### src/hw/rtl/bwwa_pkg.sv
// Shared types and constants for the brightness-weighted window average block.
package bwwa_pkg;

   localparam int PIX_W      = 8;   // one color channel
   localparam int NUM_CH     = 3;   // red, green, blue
   localparam int CH_W       = 2;   // channel index
   localparam int SUM3_W     = 10;  // r + g + b
   localparam int WGT_W      = 10;  // pixel weight, at most 766
   localparam int SHIFT_W    = 4;
   localparam int QUOT_W     = 8;   // averages never exceed 255
   localparam int DIV_STEPS  = QUOT_W / 2;  // two quotient bits per step
   localparam int STEP_W     = 2;
   localparam int CSR_DATA_W = 32;
   localparam int CSR_ADDR_W = 3;

   localparam logic [SHIFT_W-1:0] SHIFT_RESET = 4'd7;

   typedef logic [PIX_W-1:0] pixel_type;

   // register index, byte address / 4
   typedef enum logic [0:0] {
      REG_WEIGHT_SHIFT = 1'b0
   } csr_reg_type;

   typedef enum logic [2:0] {
      ST_IDLE,
      ST_LOAD,
      ST_UPDATE,
      ST_DIV_INIT,
      ST_DIV_STEP,
      ST_OUT
   } state_type;

   typedef struct packed {
      logic            accept;
      logic            load;
      logic            update;
      logic            div_init;
      logic            div_step;
      logic            div_last;
      logic            out_load;
      logic [CH_W-1:0] ch;
   } dp_cmd_type;

   typedef struct packed {
      logic emit;
      logic out_free;
   } dp_status_type;

endpackage

### src/hw/rtl/bwwa_req_if.sv
// Pixel input channel: valid/ready plus one pixel and its column flag.
interface bwwa_req_if;
   import bwwa_pkg::*;

   logic      valid;
   logic      ready;
   pixel_type in_red;
   pixel_type in_green;
   pixel_type in_blue;
   logic      column_start;

   modport source (output valid, in_red, in_green, in_blue, column_start, input ready);
   modport sink   (input valid, in_red, in_green, in_blue, column_start, output ready);
endinterface

### src/hw/rtl/bwwa_rsp_if.sv
// Result channel: valid/ready plus one averaged pixel.
interface bwwa_rsp_if;
   import bwwa_pkg::*;

   logic      valid;
   logic      ready;
   pixel_type out_red;
   pixel_type out_green;
   pixel_type out_blue;

   modport source (output valid, out_red, out_green, out_blue, input ready);
   modport sink   (input valid, out_red, out_green, out_blue, output ready);
endinterface

### src/hw/rtl/bwwa_csr.sv
// APB-style register port holding the weight shift.
module bwwa_csr (
   input  logic                              clock,
   input  logic                              reset,
   input  logic                              psel,
   input  logic                              penable,
   input  logic                              pwrite,
   input  logic [bwwa_pkg::CSR_ADDR_W-1:0]   paddr,
   input  logic [bwwa_pkg::CSR_DATA_W-1:0]   pwdata,
   output logic [bwwa_pkg::CSR_DATA_W-1:0]   prdata,
   output logic                              pready,
   output logic [bwwa_pkg::SHIFT_W-1:0]      weight_shift
);
   import bwwa_pkg::*;

   logic [SHIFT_W-1:0] shift_ff;
   logic [SHIFT_W-1:0] shift_in;
   csr_reg_type        reg_idx;
   logic               wr_en;

   assign pready  = 1'b1;
   assign reg_idx = csr_reg_type'(paddr[CSR_ADDR_W-1:2]);
   assign wr_en   = psel & penable & pwrite & pready;

   always_comb begin
      shift_in = shift_ff;
      if (wr_en) begin
         case (reg_idx)
            REG_WEIGHT_SHIFT: begin
               shift_in = pwdata[SHIFT_W-1:0];
            end
            default: begin
               shift_in = shift_ff;
            end
         endcase
      end
   end

   always_comb begin
      case (reg_idx)
         REG_WEIGHT_SHIFT: begin
            prdata = {{(CSR_DATA_W-SHIFT_W){1'b0}}, shift_ff};
         end
         default: begin
            prdata = '0;
         end
      endcase
   end

   always_ff @(posedge clock) begin
      if (reset) begin
         shift_ff <= SHIFT_RESET;
      end else begin
         shift_ff <= shift_in;
      end
   end

   assign weight_shift = shift_ff;

endmodule

### src/hw/rtl/bwwa_ctrl.sv
// Sequencer: steps one pixel through load, sum update and, once the window is full, three divisions.
module bwwa_ctrl (
   input  logic                    clock,
   input  logic                    reset,
   input  logic                    req_valid,
   output logic                    req_ready,
   input  bwwa_pkg::dp_status_type status,
   output bwwa_pkg::dp_cmd_type    cmd
);
   import bwwa_pkg::*;

   state_type         state_ff;
   state_type         state_in;
   logic [CH_W-1:0]   ch_ff;
   logic [CH_W-1:0]   ch_in;
   logic [STEP_W-1:0] step_ff;
   logic [STEP_W-1:0] step_in;
   logic              last_ch;
   logic              last_step;

   assign last_ch   = (ch_ff == CH_W'(NUM_CH - 1));
   assign last_step = (step_ff == STEP_W'(DIV_STEPS - 1));

   // next state and sequence counters
   always_comb begin
      state_in = state_ff;
      ch_in    = ch_ff;
      step_in  = step_ff;
      case (state_ff)
         ST_IDLE: begin
            if (req_valid) begin
               state_in = ST_LOAD;
            end
         end
         ST_LOAD: begin
            state_in = ST_UPDATE;
            ch_in    = '0;
         end
         ST_UPDATE: begin
            if (last_ch) begin
               ch_in    = '0;
               state_in = status.emit ? ST_DIV_INIT : ST_IDLE;
            end else begin
               ch_in = ch_ff + 1'b1;
            end
         end
         ST_DIV_INIT: begin
            state_in = ST_DIV_STEP;
            step_in  = '0;
         end
         ST_DIV_STEP: begin
            if (last_step) begin
               if (last_ch) begin
                  state_in = ST_OUT;
               end else begin
                  ch_in    = ch_ff + 1'b1;
                  state_in = ST_DIV_INIT;
               end
            end else begin
               step_in = step_ff + 1'b1;
            end
         end
         ST_OUT: begin
            if (status.out_free) begin
               state_in = ST_IDLE;
            end
         end
         default: begin
            state_in = ST_IDLE;
         end
      endcase
   end

   // commands
   always_comb begin
      cmd       = '0;
      cmd.ch    = ch_ff;
      req_ready = 1'b0;
      case (state_ff)
         ST_IDLE: begin
            req_ready  = 1'b1;
            cmd.accept = req_valid;
         end
         ST_LOAD: begin
            cmd.load = 1'b1;
         end
         ST_UPDATE: begin
            cmd.update = 1'b1;
         end
         ST_DIV_INIT: begin
            cmd.div_init = 1'b1;
         end
         ST_DIV_STEP: begin
            cmd.div_step = 1'b1;
            cmd.div_last = last_step;
         end
         ST_OUT: begin
            cmd.out_load = status.out_free;
         end
         default: begin
            cmd = '0;
         end
      endcase
   end

   always_ff @(posedge clock) begin
      if (reset) begin
         state_ff <= ST_IDLE;
         ch_ff    <= '0;
         step_ff  <= '0;
      end else begin
         state_ff <= state_in;
         ch_ff    <= ch_in;
         step_ff  <= step_in;
      end
   end

endmodule

### src/hw/rtl/bwwa_dp.sv
// Datapath: window ring memory, weighted sums, radix-4 divider, result register.
module bwwa_dp #(
   parameter int WINDOW = 96
) (
   input  logic                         clock,
   input  logic                         reset,
   input  bwwa_pkg::dp_cmd_type         cmd,
   output bwwa_pkg::dp_status_type      status,
   input  logic [bwwa_pkg::SHIFT_W-1:0] weight_shift,
   input  bwwa_pkg::pixel_type          in_red,
   input  bwwa_pkg::pixel_type          in_green,
   input  bwwa_pkg::pixel_type          in_blue,
   input  logic                         column_start,
   input  logic                         rsp_ready,
   output logic                         rsp_valid,
   output bwwa_pkg::pixel_type          out_red,
   output bwwa_pkg::pixel_type          out_green,
   output bwwa_pkg::pixel_type          out_blue
);
   import bwwa_pkg::*;

   localparam int CNT_W   = $clog2(WINDOW + 1);
   localparam int PTR_W   = $clog2(WINDOW);
   localparam int SUM_W   = PIX_W + WGT_W + CNT_W;
   localparam int TOT_W   = WGT_W + CNT_W + 1;
   localparam int PROD_W  = PIX_W + WGT_W;
   localparam int ENTRY_W = NUM_CH * PIX_W + WGT_W;

   // one restoring division step: shift in a dividend bit, subtract if it fits
   function automatic logic [TOT_W:0] div_bit(input logic [TOT_W-1:0] rem,
                                              input logic din,
                                              input logic [TOT_W-1:0] d);
      logic [TOT_W:0] trial;
      logic [TOT_W:0] diff;
      trial = {rem, din};
      diff  = trial - {1'b0, d};
      if (trial >= {1'b0, d}) begin
         return {diff[TOT_W-1:0], 1'b1};
      end
      return {trial[TOT_W-1:0], 1'b0};
   endfunction

   logic [ENTRY_W-1:0] ring_mem [WINDOW];

   pixel_type          pix_ff [NUM_CH];
   logic               start_ff;
   logic [WGT_W-1:0]   w_ff;
   logic [ENTRY_W-1:0] old_ff;
   logic [PTR_W-1:0]   ptr_ff;
   logic [CNT_W-1:0]   fill_ff;
   logic [SUM_W-1:0]   sum_ff [NUM_CH];
   logic [TOT_W-1:0]   total_ff;
   logic               emit_ff;
   logic [TOT_W-1:0]   rem_ff;
   logic [TOT_W-1:0]   rem_in;
   logic [QUOT_W-1:0]  quo_ff;
   logic [QUOT_W-1:0]  quo_in;
   pixel_type          res_ff [NUM_CH];
   logic               rsp_valid_ff;
   pixel_type          out_red_ff;
   pixel_type          out_green_ff;
   pixel_type          out_blue_ff;

   logic [SUM3_W-1:0]  sum3;
   logic [WGT_W-1:0]   w_in;
   logic [PTR_W-1:0]   slot;
   logic               emit_now;
   logic [PTR_W-1:0]   ptr_in;
   logic [CNT_W-1:0]   fill_in;
   pixel_type          old_pix;
   logic [WGT_W-1:0]   old_w;
   logic [PROD_W-1:0]  sub_prod;
   logic [PROD_W-1:0]  add_prod;
   logic [SUM_W-1:0]   sum_sel;
   logic [SUM_W-1:0]   sum_upd;
   logic [TOT_W-1:0]   total_upd;
   logic [TOT_W:0]     step1;
   logic [TOT_W:0]     step2;

   // pixel weight
   assign sum3 = SUM3_W'(in_red) + SUM3_W'(in_green) + SUM3_W'(in_blue);
   assign w_in = WGT_W'(sum3 >> weight_shift) + WGT_W'(1);

   // column start resets the pointer and fill before this pixel
   assign slot     = start_ff ? '0 : ptr_ff;
   assign emit_now = !start_ff && (fill_ff == CNT_W'(WINDOW));
   assign ptr_in   = (slot == PTR_W'(WINDOW - 1)) ? '0 : slot + 1'b1;
   assign fill_in  = emit_now ? fill_ff : (start_ff ? CNT_W'(1) : fill_ff + 1'b1);

   // sum update, one channel per cycle
   assign old_pix   = old_ff[WGT_W + cmd.ch * PIX_W +: PIX_W];
   assign old_w     = old_ff[WGT_W-1:0];
   assign sub_prod  = emit_ff ? old_pix * old_w : '0;
   assign add_prod  = pix_ff[cmd.ch] * w_ff;
   assign sum_sel   = sum_ff[cmd.ch];
   assign sum_upd   = sum_sel - SUM_W'(sub_prod) + SUM_W'(add_prod);
   assign total_upd = total_ff - (emit_ff ? TOT_W'(old_w) : '0) + TOT_W'(w_ff);

   // two quotient bits per cycle
   assign step1  = div_bit(rem_ff, quo_ff[QUOT_W-1], total_ff);
   assign step2  = div_bit(step1[TOT_W:1], quo_ff[QUOT_W-2], total_ff);
   assign rem_in = step2[TOT_W:1];
   assign quo_in = {quo_ff[QUOT_W-3:0], step1[0], step2[0]};

   // pixel capture
   always_ff @(posedge clock) begin
      if (cmd.accept) begin
         pix_ff[0] <= in_red;
         pix_ff[1] <= in_green;
         pix_ff[2] <= in_blue;
         start_ff  <= column_start;
         w_ff      <= w_in;
      end
   end

   // ring memory, read-before-write at the same slot
   always_ff @(posedge clock) begin
      if (cmd.load) begin
         old_ff         <= ring_mem[slot];
         ring_mem[slot] <= {pix_ff[2], pix_ff[1], pix_ff[0], w_ff};
      end
   end

   // window state
   always_ff @(posedge clock) begin
      if (reset) begin
         ptr_ff   <= '0;
         fill_ff  <= '0;
         total_ff <= TOT_W'(1);
         emit_ff  <= 1'b0;
         for (int i = 0; i < NUM_CH; i++) begin
            sum_ff[i] <= '0;
         end
      end else begin
         if (cmd.load) begin
            ptr_ff  <= ptr_in;
            fill_ff <= fill_in;
            emit_ff <= emit_now;
            if (start_ff) begin
               total_ff <= TOT_W'(1);
               for (int i = 0; i < NUM_CH; i++) begin
                  sum_ff[i] <= '0;
               end
            end
         end
         if (cmd.update) begin
            sum_ff[cmd.ch] <= sum_upd;
            if (cmd.ch == '0) begin
               total_ff <= total_upd;
            end
         end
      end
   end

   // divider; quotient < 256 so the upper dividend bits start below the divisor
   always_ff @(posedge clock) begin
      if (cmd.div_init) begin
         rem_ff <= TOT_W'(sum_sel[SUM_W-1:QUOT_W]);
         quo_ff <= sum_sel[QUOT_W-1:0];
      end else if (cmd.div_step) begin
         rem_ff <= rem_in;
         quo_ff <= quo_in;
      end
      if (cmd.div_last) begin
         res_ff[cmd.ch] <= quo_in;
      end
   end

   // result register
   always_ff @(posedge clock) begin
      if (reset) begin
         rsp_valid_ff <= 1'b0;
      end else if (cmd.out_load) begin
         rsp_valid_ff <= 1'b1;
      end else if (rsp_ready) begin
         rsp_valid_ff <= 1'b0;
      end
   end

   always_ff @(posedge clock) begin
      if (cmd.out_load) begin
         out_red_ff   <= res_ff[0];
         out_green_ff <= res_ff[1];
         out_blue_ff  <= res_ff[2];
      end
   end

   assign rsp_valid       = rsp_valid_ff;
   assign out_red         = out_red_ff;
   assign out_green       = out_green_ff;
   assign out_blue        = out_blue_ff;
   assign status.emit     = emit_ff;
   assign status.out_free = !rsp_valid_ff || rsp_ready;

endmodule

### src/hw/rtl/brightness_weighted_window_average.sv
// Brightness-weighted sliding-window average over one image column (top level).
//
// Usage:
//   req_ch carries one RGB pixel per transfer, top to bottom down a column;
//   column_start = 1 marks the first pixel of a new column and restarts the
//   window. Each pixel is weighted by ((r+g+b) >> weight_shift) + 1.
//   The first WINDOW pixels of a column only prime the window; every later
//   pixel produces one transfer on rsp_ch with the weighted averages.
//   weight_shift sits at APB byte address 0 (reset value 7); write it only
//   while no pixel is in flight.
// Sequence:
//   Priming pixel: ring load and three sum updates, then the next pixel is
//   accepted. Emitting pixel: the same, then the shared radix-4 divider
//   runs per channel (load plus four steps), three times over, and the
//   result moves to the output register before the next pixel is accepted.
//   The next pixel does not wait for rsp_ch to take the previous result.
// Reset (synchronous): window empty, sums zero, weight total one, no result
//   pending; the ring memory is not cleared, it is always written first.
// Stall: a held result stays put; the next result waits in the sequencer,
//   with the input closed, until the output register frees up.
module brightness_weighted_window_average #(
   parameter int WINDOW = 96
) (
   input  logic                             clock,
   input  logic                             reset,
   bwwa_req_if.sink                         req_ch,
   bwwa_rsp_if.source                       rsp_ch,
   input  logic                             psel,
   input  logic                             penable,
   input  logic                             pwrite,
   input  logic [bwwa_pkg::CSR_ADDR_W-1:0]  paddr,
   input  logic [bwwa_pkg::CSR_DATA_W-1:0]  pwdata,
   output logic [bwwa_pkg::CSR_DATA_W-1:0]  prdata,
   output logic                             pready
);
   import bwwa_pkg::*;

   logic [SHIFT_W-1:0] weight_shift;
   dp_cmd_type         cmd;
   dp_status_type      status;

   // configuration registers
   bwwa_csr u_csr (
      .clock        (clock),
      .reset        (reset),
      .psel         (psel),
      .penable      (penable),
      .pwrite       (pwrite),
      .paddr        (paddr),
      .pwdata       (pwdata),
      .prdata       (prdata),
      .pready       (pready),
      .weight_shift (weight_shift)
   );

   // sequencer: owns the input handshake and the channel/step counters
   bwwa_ctrl u_ctrl (
      .clock     (clock),
      .reset     (reset),
      .req_valid (req_ch.valid),
      .req_ready (req_ch.ready),
      .status    (status),
      .cmd       (cmd)
   );

   // ring memory, sums, divider and output register
   bwwa_dp #(
      .WINDOW (WINDOW)
   ) u_dp (
      .clock        (clock),
      .reset        (reset),
      .cmd          (cmd),
      .status       (status),
      .weight_shift (weight_shift),
      .in_red       (req_ch.in_red),
      .in_green     (req_ch.in_green),
      .in_blue      (req_ch.in_blue),
      .column_start (req_ch.column_start),
      .rsp_ready    (rsp_ch.ready),
      .rsp_valid    (rsp_ch.valid),
      .out_red      (rsp_ch.out_red),
      .out_green    (rsp_ch.out_green),
      .out_blue     (rsp_ch.out_blue)
   );

endmodule
### src/flat_wrapper.sv
// flat-port wrapper written by rule: the top's interface ports become plain ports
module brightness_weighted_window_average_flat import bwwa_pkg::*;
#(
   parameter int WINDOW = 96
)
  (clock, reset, psel, penable, pwrite, paddr, pwdata, prdata, pready, req_ch_valid, req_ch_in_red, req_ch_in_green, req_ch_in_blue, req_ch_column_start, req_ch_ready, rsp_ch_valid, rsp_ch_out_red, rsp_ch_out_green, rsp_ch_out_blue, rsp_ch_ready);
  bwwa_req_if req_ch_i ();
  bwwa_rsp_if rsp_ch_i ();
  input  logic clock;
  input  logic reset;
  input  logic psel;
  input  logic penable;
  input  logic pwrite;
  input  logic [bwwa_pkg::CSR_ADDR_W-1:0] paddr;
  input  logic [bwwa_pkg::CSR_DATA_W-1:0] pwdata;
  output logic [bwwa_pkg::CSR_DATA_W-1:0] prdata;
  output logic pready;
  input wire logic [$bits(req_ch_i.valid)-1:0] req_ch_valid;
  input wire logic [$bits(req_ch_i.in_red)-1:0] req_ch_in_red;
  input wire logic [$bits(req_ch_i.in_green)-1:0] req_ch_in_green;
  input wire logic [$bits(req_ch_i.in_blue)-1:0] req_ch_in_blue;
  input wire logic [$bits(req_ch_i.column_start)-1:0] req_ch_column_start;
  output wire logic [$bits(req_ch_i.ready)-1:0] req_ch_ready;
  output wire logic [$bits(rsp_ch_i.valid)-1:0] rsp_ch_valid;
  output wire logic [$bits(rsp_ch_i.out_red)-1:0] rsp_ch_out_red;
  output wire logic [$bits(rsp_ch_i.out_green)-1:0] rsp_ch_out_green;
  output wire logic [$bits(rsp_ch_i.out_blue)-1:0] rsp_ch_out_blue;
  input wire logic [$bits(rsp_ch_i.ready)-1:0] rsp_ch_ready;
  assign req_ch_i.valid = req_ch_valid;
  assign req_ch_i.in_red = req_ch_in_red;
  assign req_ch_i.in_green = req_ch_in_green;
  assign req_ch_i.in_blue = req_ch_in_blue;
  assign req_ch_i.column_start = req_ch_column_start;
  assign req_ch_ready = req_ch_i.ready;
  assign rsp_ch_valid = rsp_ch_i.valid;
  assign rsp_ch_out_red = rsp_ch_i.out_red;
  assign rsp_ch_out_green = rsp_ch_i.out_green;
  assign rsp_ch_out_blue = rsp_ch_i.out_blue;
  assign rsp_ch_i.ready = rsp_ch_ready;
  brightness_weighted_window_average #(.WINDOW(WINDOW)) u_core (.clock(clock), .reset(reset), .req_ch(req_ch_i), .rsp_ch(rsp_ch_i), .psel(psel), .penable(penable), .pwrite(pwrite), .paddr(paddr), .pwdata(pwdata), .prdata(prdata), .pready(pready));
endmodule
### config.mk
export PLATFORM = sky130hd
export DESIGN_NAME = brightness_weighted_window_average_flat
export DESIGN_NICKNAME = d
export VERILOG_FILES = /design/src/hw/rtl/bwwa_pkg.sv /design/src/hw/rtl/bwwa_req_if.sv /design/src/hw/rtl/bwwa_rsp_if.sv /design/src/hw/rtl/bwwa_csr.sv /design/src/hw/rtl/bwwa_ctrl.sv /design/src/hw/rtl/bwwa_dp.sv /design/src/hw/rtl/brightness_weighted_window_average.sv /design/src/flat_wrapper.sv
export SDC_FILE = /design/constraint.sdc
export NUM_CORES = 2
export LEC_CHECK = 0
export ABC_AREA = 1
export BUFFER_PORTS_ARGS = -buffer_cell sky130_fd_sc_hd__buf_4
export CAP_MARGIN = 40
export CORE_ASPECT_RATIO = 0.7
export CORE_MARGIN = 8
export CORE_UTILIZATION = 30
export DETAILED_ROUTE_END_ITERATION = 10
export PLACE_DENSITY_LB_ADDON = 0.12
export RECOVER_POWER = 50
export SLEW_MARGIN = 40
export SYNTH_ARGS = -nofsm -noshare
export SYNTH_HDL_FRONTEND = slang
export SYNTH_SLANG_ARGS = --single-unit
export TNS_END_PERCENT = 5
### constraint.sdc
create_clock -name clock -period 9.68 [get_ports clock]
set_clock_uncertainty 0.05 [all_clocks]
set_input_delay 0.484 -clock clock [delete_from_list [all_inputs] [get_ports clock]]
set_output_delay 0.484 -clock clock [all_outputs]
set_load 0.05 [all_outputs]
==> run_results.csv <==
group,metric,value,unit
drt,drt-met1-wl,273.3,mm
final_layout,n_fill_cell,46350,
drt,viasPerCell,5.144,
place,gp_congestion,0.8444,
clocking,cts.sinks,3552,
timing,period_needed,9.288,ns
final_layout,layout.nets,11620,
drt,wl,554.4,mm
logic_synthesis,synthCells,10750,
final_layout,multiInputGateArea,35010,µm²
drt,wl_met2,219.2,mm
drt,drt_pass1_iterations,8,
timing,fin_tns_setup,0,ns
die,core_area,480000,µm²
logic_synthesis,yosys-top-cells-area,"edfxtp_1, nand2_1, a22o_1",
die,ios,126,
grt,grt_max_degree,103,
die,std_cell_rows,213,
final_layout,layout-drive-gt1-share,11.07,%
timing,finalWorstSetupSlack,0.3923,ns
setup_path,start_kind,"register",
clocking,clk_pin_slew,0.06,ns
drt,drt_drc_violations_left,0,
setup_path,worst_ep_arrival_time,9.96,ns
setup_path,endpoint_kind,"register",
timing,hold_viol,0,
timing,tightest_slew,3.507,ns
logic_synthesis,yosys.area.top_type,"edfxtp_1",
setup_path,crit_path_max_incr_delay,0.58,ns
setup_path,path_common_cell,"fa_1",
logic_synthesis,synth_top_area_share,72.98,%
clocking,cts_buffer_depth,4,
status,outcome,"finished, violations left",
status,violations,"max-capacitance violations, max-slew violations",
drt,vias,92570,
logic_synthesis,yosys-top-cells-count,"edfxtp_1, nand2_1, nor2_1",
timing,drv_slew,903,
die,die_x,844.8,µm
timing,finalSetupViolCount,0,
logic_synthesis,postSynthAreaPerCell,13.42,µm²
logic_synthesis,yosysMostFrequentCell,"edfxtp_1",
clocking,cts_buffers,360,
clocking,clk_latency,1.02,ns
timing,fin_crit_sh,95.95,%
drt,ant_nets,0,
timing,max_freq,107.7,MHz
clocking,cts_root_buf,"clkbuf_16",
die,start_util,30.05,%
final_layout,seqCellArea,106200,µm²
final_layout,utilization,35.02,%
min_path,holdCritPathClass,"primary input to register",
run,max_cap_violations,23,
grt,grt_antenna_before_repair,49,
logic_synthesis,yosysSeqAreaShare,73.62,%
timing,max_slew_margin,-133.8,%
clocking,cts_tree,"done",
setup_path,path_class,"register to register",
logic_synthesis,yosysWarnings,0,
grt,grt.overflow.total,0,
logic_synthesis,synth.distinct_cells,55,
die,die_h,596.2,µm
drt,wl_met3,51.86,mm
place,hpwl,332.1,mm
grt,grtUsageTotal,21.24,%
die,dieArea,503600,µm²
drt,wire_per_inst,30.81,µm
setup_path,crit_slowest_cell,"fa_1",
grt,grt_pass1_wl,751.1,mm
drt,topRoutingLayerUsed,"met5",
grt,grt_pass1_vias,87800,
final_layout,syn_to_final_growth,16.51,%
logic_synthesis,synth_flop_cell,"edfxtp_1",
setup_path,r2r_slack,0.39,ns
setup_path,required,10.35,ns
logic_synthesis,netlist_area,144300,µm²
logic_synthesis,ys_ff_latch,3552,
logic_synthesis,synth_edf_count,3506,
place,io_buffer_count,66,
drt,drtIter0Drc,11360,
logic_synthesis,synthArstFlopShare,0,%
clocking,htreeDepth,5,
setup_path,crit_fanout,6,
place,place_ws,-0.1199,ns
metrics by stage:
stage / instances / cell area, µm² / hold WS, ns
final: 18000 / 168100 / 0.3030
after global placement: 17230 / 155100 / 0.3510
after global routing: 17980 / 168000 / 0.2801
after floorplan: 10780 / 144400 / 0.3503
after detailed placement: 17260 / 155800 / 0.3545
after CTS: 17950 / 167500 / 0.1329
path summary, 6_finish.rpt:
check | startpoint | to | cells past startpoint
max | u_core.u_ctrl.state_ff[2]$_SDFFE_PP0P_ | u_core.u_dp.sum_ff[2][23]$_SDFFCE_PN0P_ | 46
min | req_ch_in_green[0] | u_core.u_dp.pix_ff[1][0]$_DFFE_PP_ | 2
max reg2reg | u_core.u_ctrl.state_ff[2]$_SDFFE_PP0P_ | u_core.u_dp.sum_ff[2][23]$_SDFFCE_PN0P_ | 46
min reg2reg | u_core.u_dp.res_ff[2][3]$_DFFE_PP_ | rsp_ch_out_blue[3]$_DFFE_PP_ | 0
kinds of logic (layout without fill, tap and decap cells):
logic type	count (synthesis)	after routing	share of synthesized area (%)
compound gates	1417	1417	7.043
xor+xnor	61	61	0.3704
fa+ha+maj	317	317	3.494
buf+inv	1084	1829	3.157
flops	3552	3552	73.62
other cells	2	54	0.005206
simple gates	4315	4315	12.31
metal layers:
layer	GRT usage (%)	vias up
li1	-	39990
met1	33.69	48310
met2	29.08	3735
met3	5.309	527
met4	3.629	8
met5	0.4977	-
repair_timing:
action                                  in CTS  in global routing
pin swaps                                    1                 37
resized for setup                           10                 88
hold buffers                                41                  0
endpoints found under the hold margin       44                  0
endpoints found under the setup margin      42                 63
setup buffers                                0                  7
worst max-delay path: cells and delay by family (launching register included):
kind | cells | cell delay, ns
DFF | 1 | 0.35
buffers and inverters | 17 | 1.44
AOI/OAI and AO/OA | 8 | 1.22
xor gates and xnor gates | 1 | 0.20
and+or+nand+nor | 9 | 0.73
adders and majority gates | 11 | 4.96
state kept, by name, summed over array words and instances, names as in the netlist, 8 cells and up:
name / cells
u_core.u_dp.total_ff: 18
rsp_ch_out_red: 8
rsp_ch_out_blue: 8
u_core.u_dp.pix_ff: 24
u_core.u_dp.quo_ff: 8
rsp_ch_out_green: 8
u_core.u_dp.ring_mem: 3264
u_core.u_dp.sum_ff: 100
u_core.u_dp.old_ff: 34
u_core.u_dp.w_ff: 10
u_core.u_dp.rem_ff: 18
u_core.u_dp.res_ff: 24
cell usage in the layout (no fill, tap or decap), types with 27 or more instances in the layout:
cell type and count:
fa_1 138, o21ai_0 262, or2_2 37, nand2_1 2945
o2111ai_1 39, nand4_1 382, conb_1 29, nor2_4 112
edfxtp_1 3506, buf_12 53, a22oi_1 27, xor2_1 28
a221oi_1 188, nand3_1 226, xnor2_1 29, dlygate4sd3_1 41
ha_1 165, a21oi_1 201, clkinv_2 53, a22o_1 424
dfxtp_1 43, clkbuf_1 140, o21ai_1 50, buf_4 392
clkbuf_16 368, nor2_1 503, inv_1 563, o31ai_1 72
inv_2 28, clkinv_1 91
area by class of cell:
class                   count  area share (%)
multi-input cells        6139           20.83
diodes                     25         0.03722
repair buffers            577           3.100
flip-flops and latches   3552           63.19
clock inverters           193           1.009
clock buffers             457           5.678
inverters                 602           1.350
well taps                6450           4.802
Power is left out: the tool's default activity adds up to more than one toggle a clock period on the data nets, which glitch-free logic cannot reach.
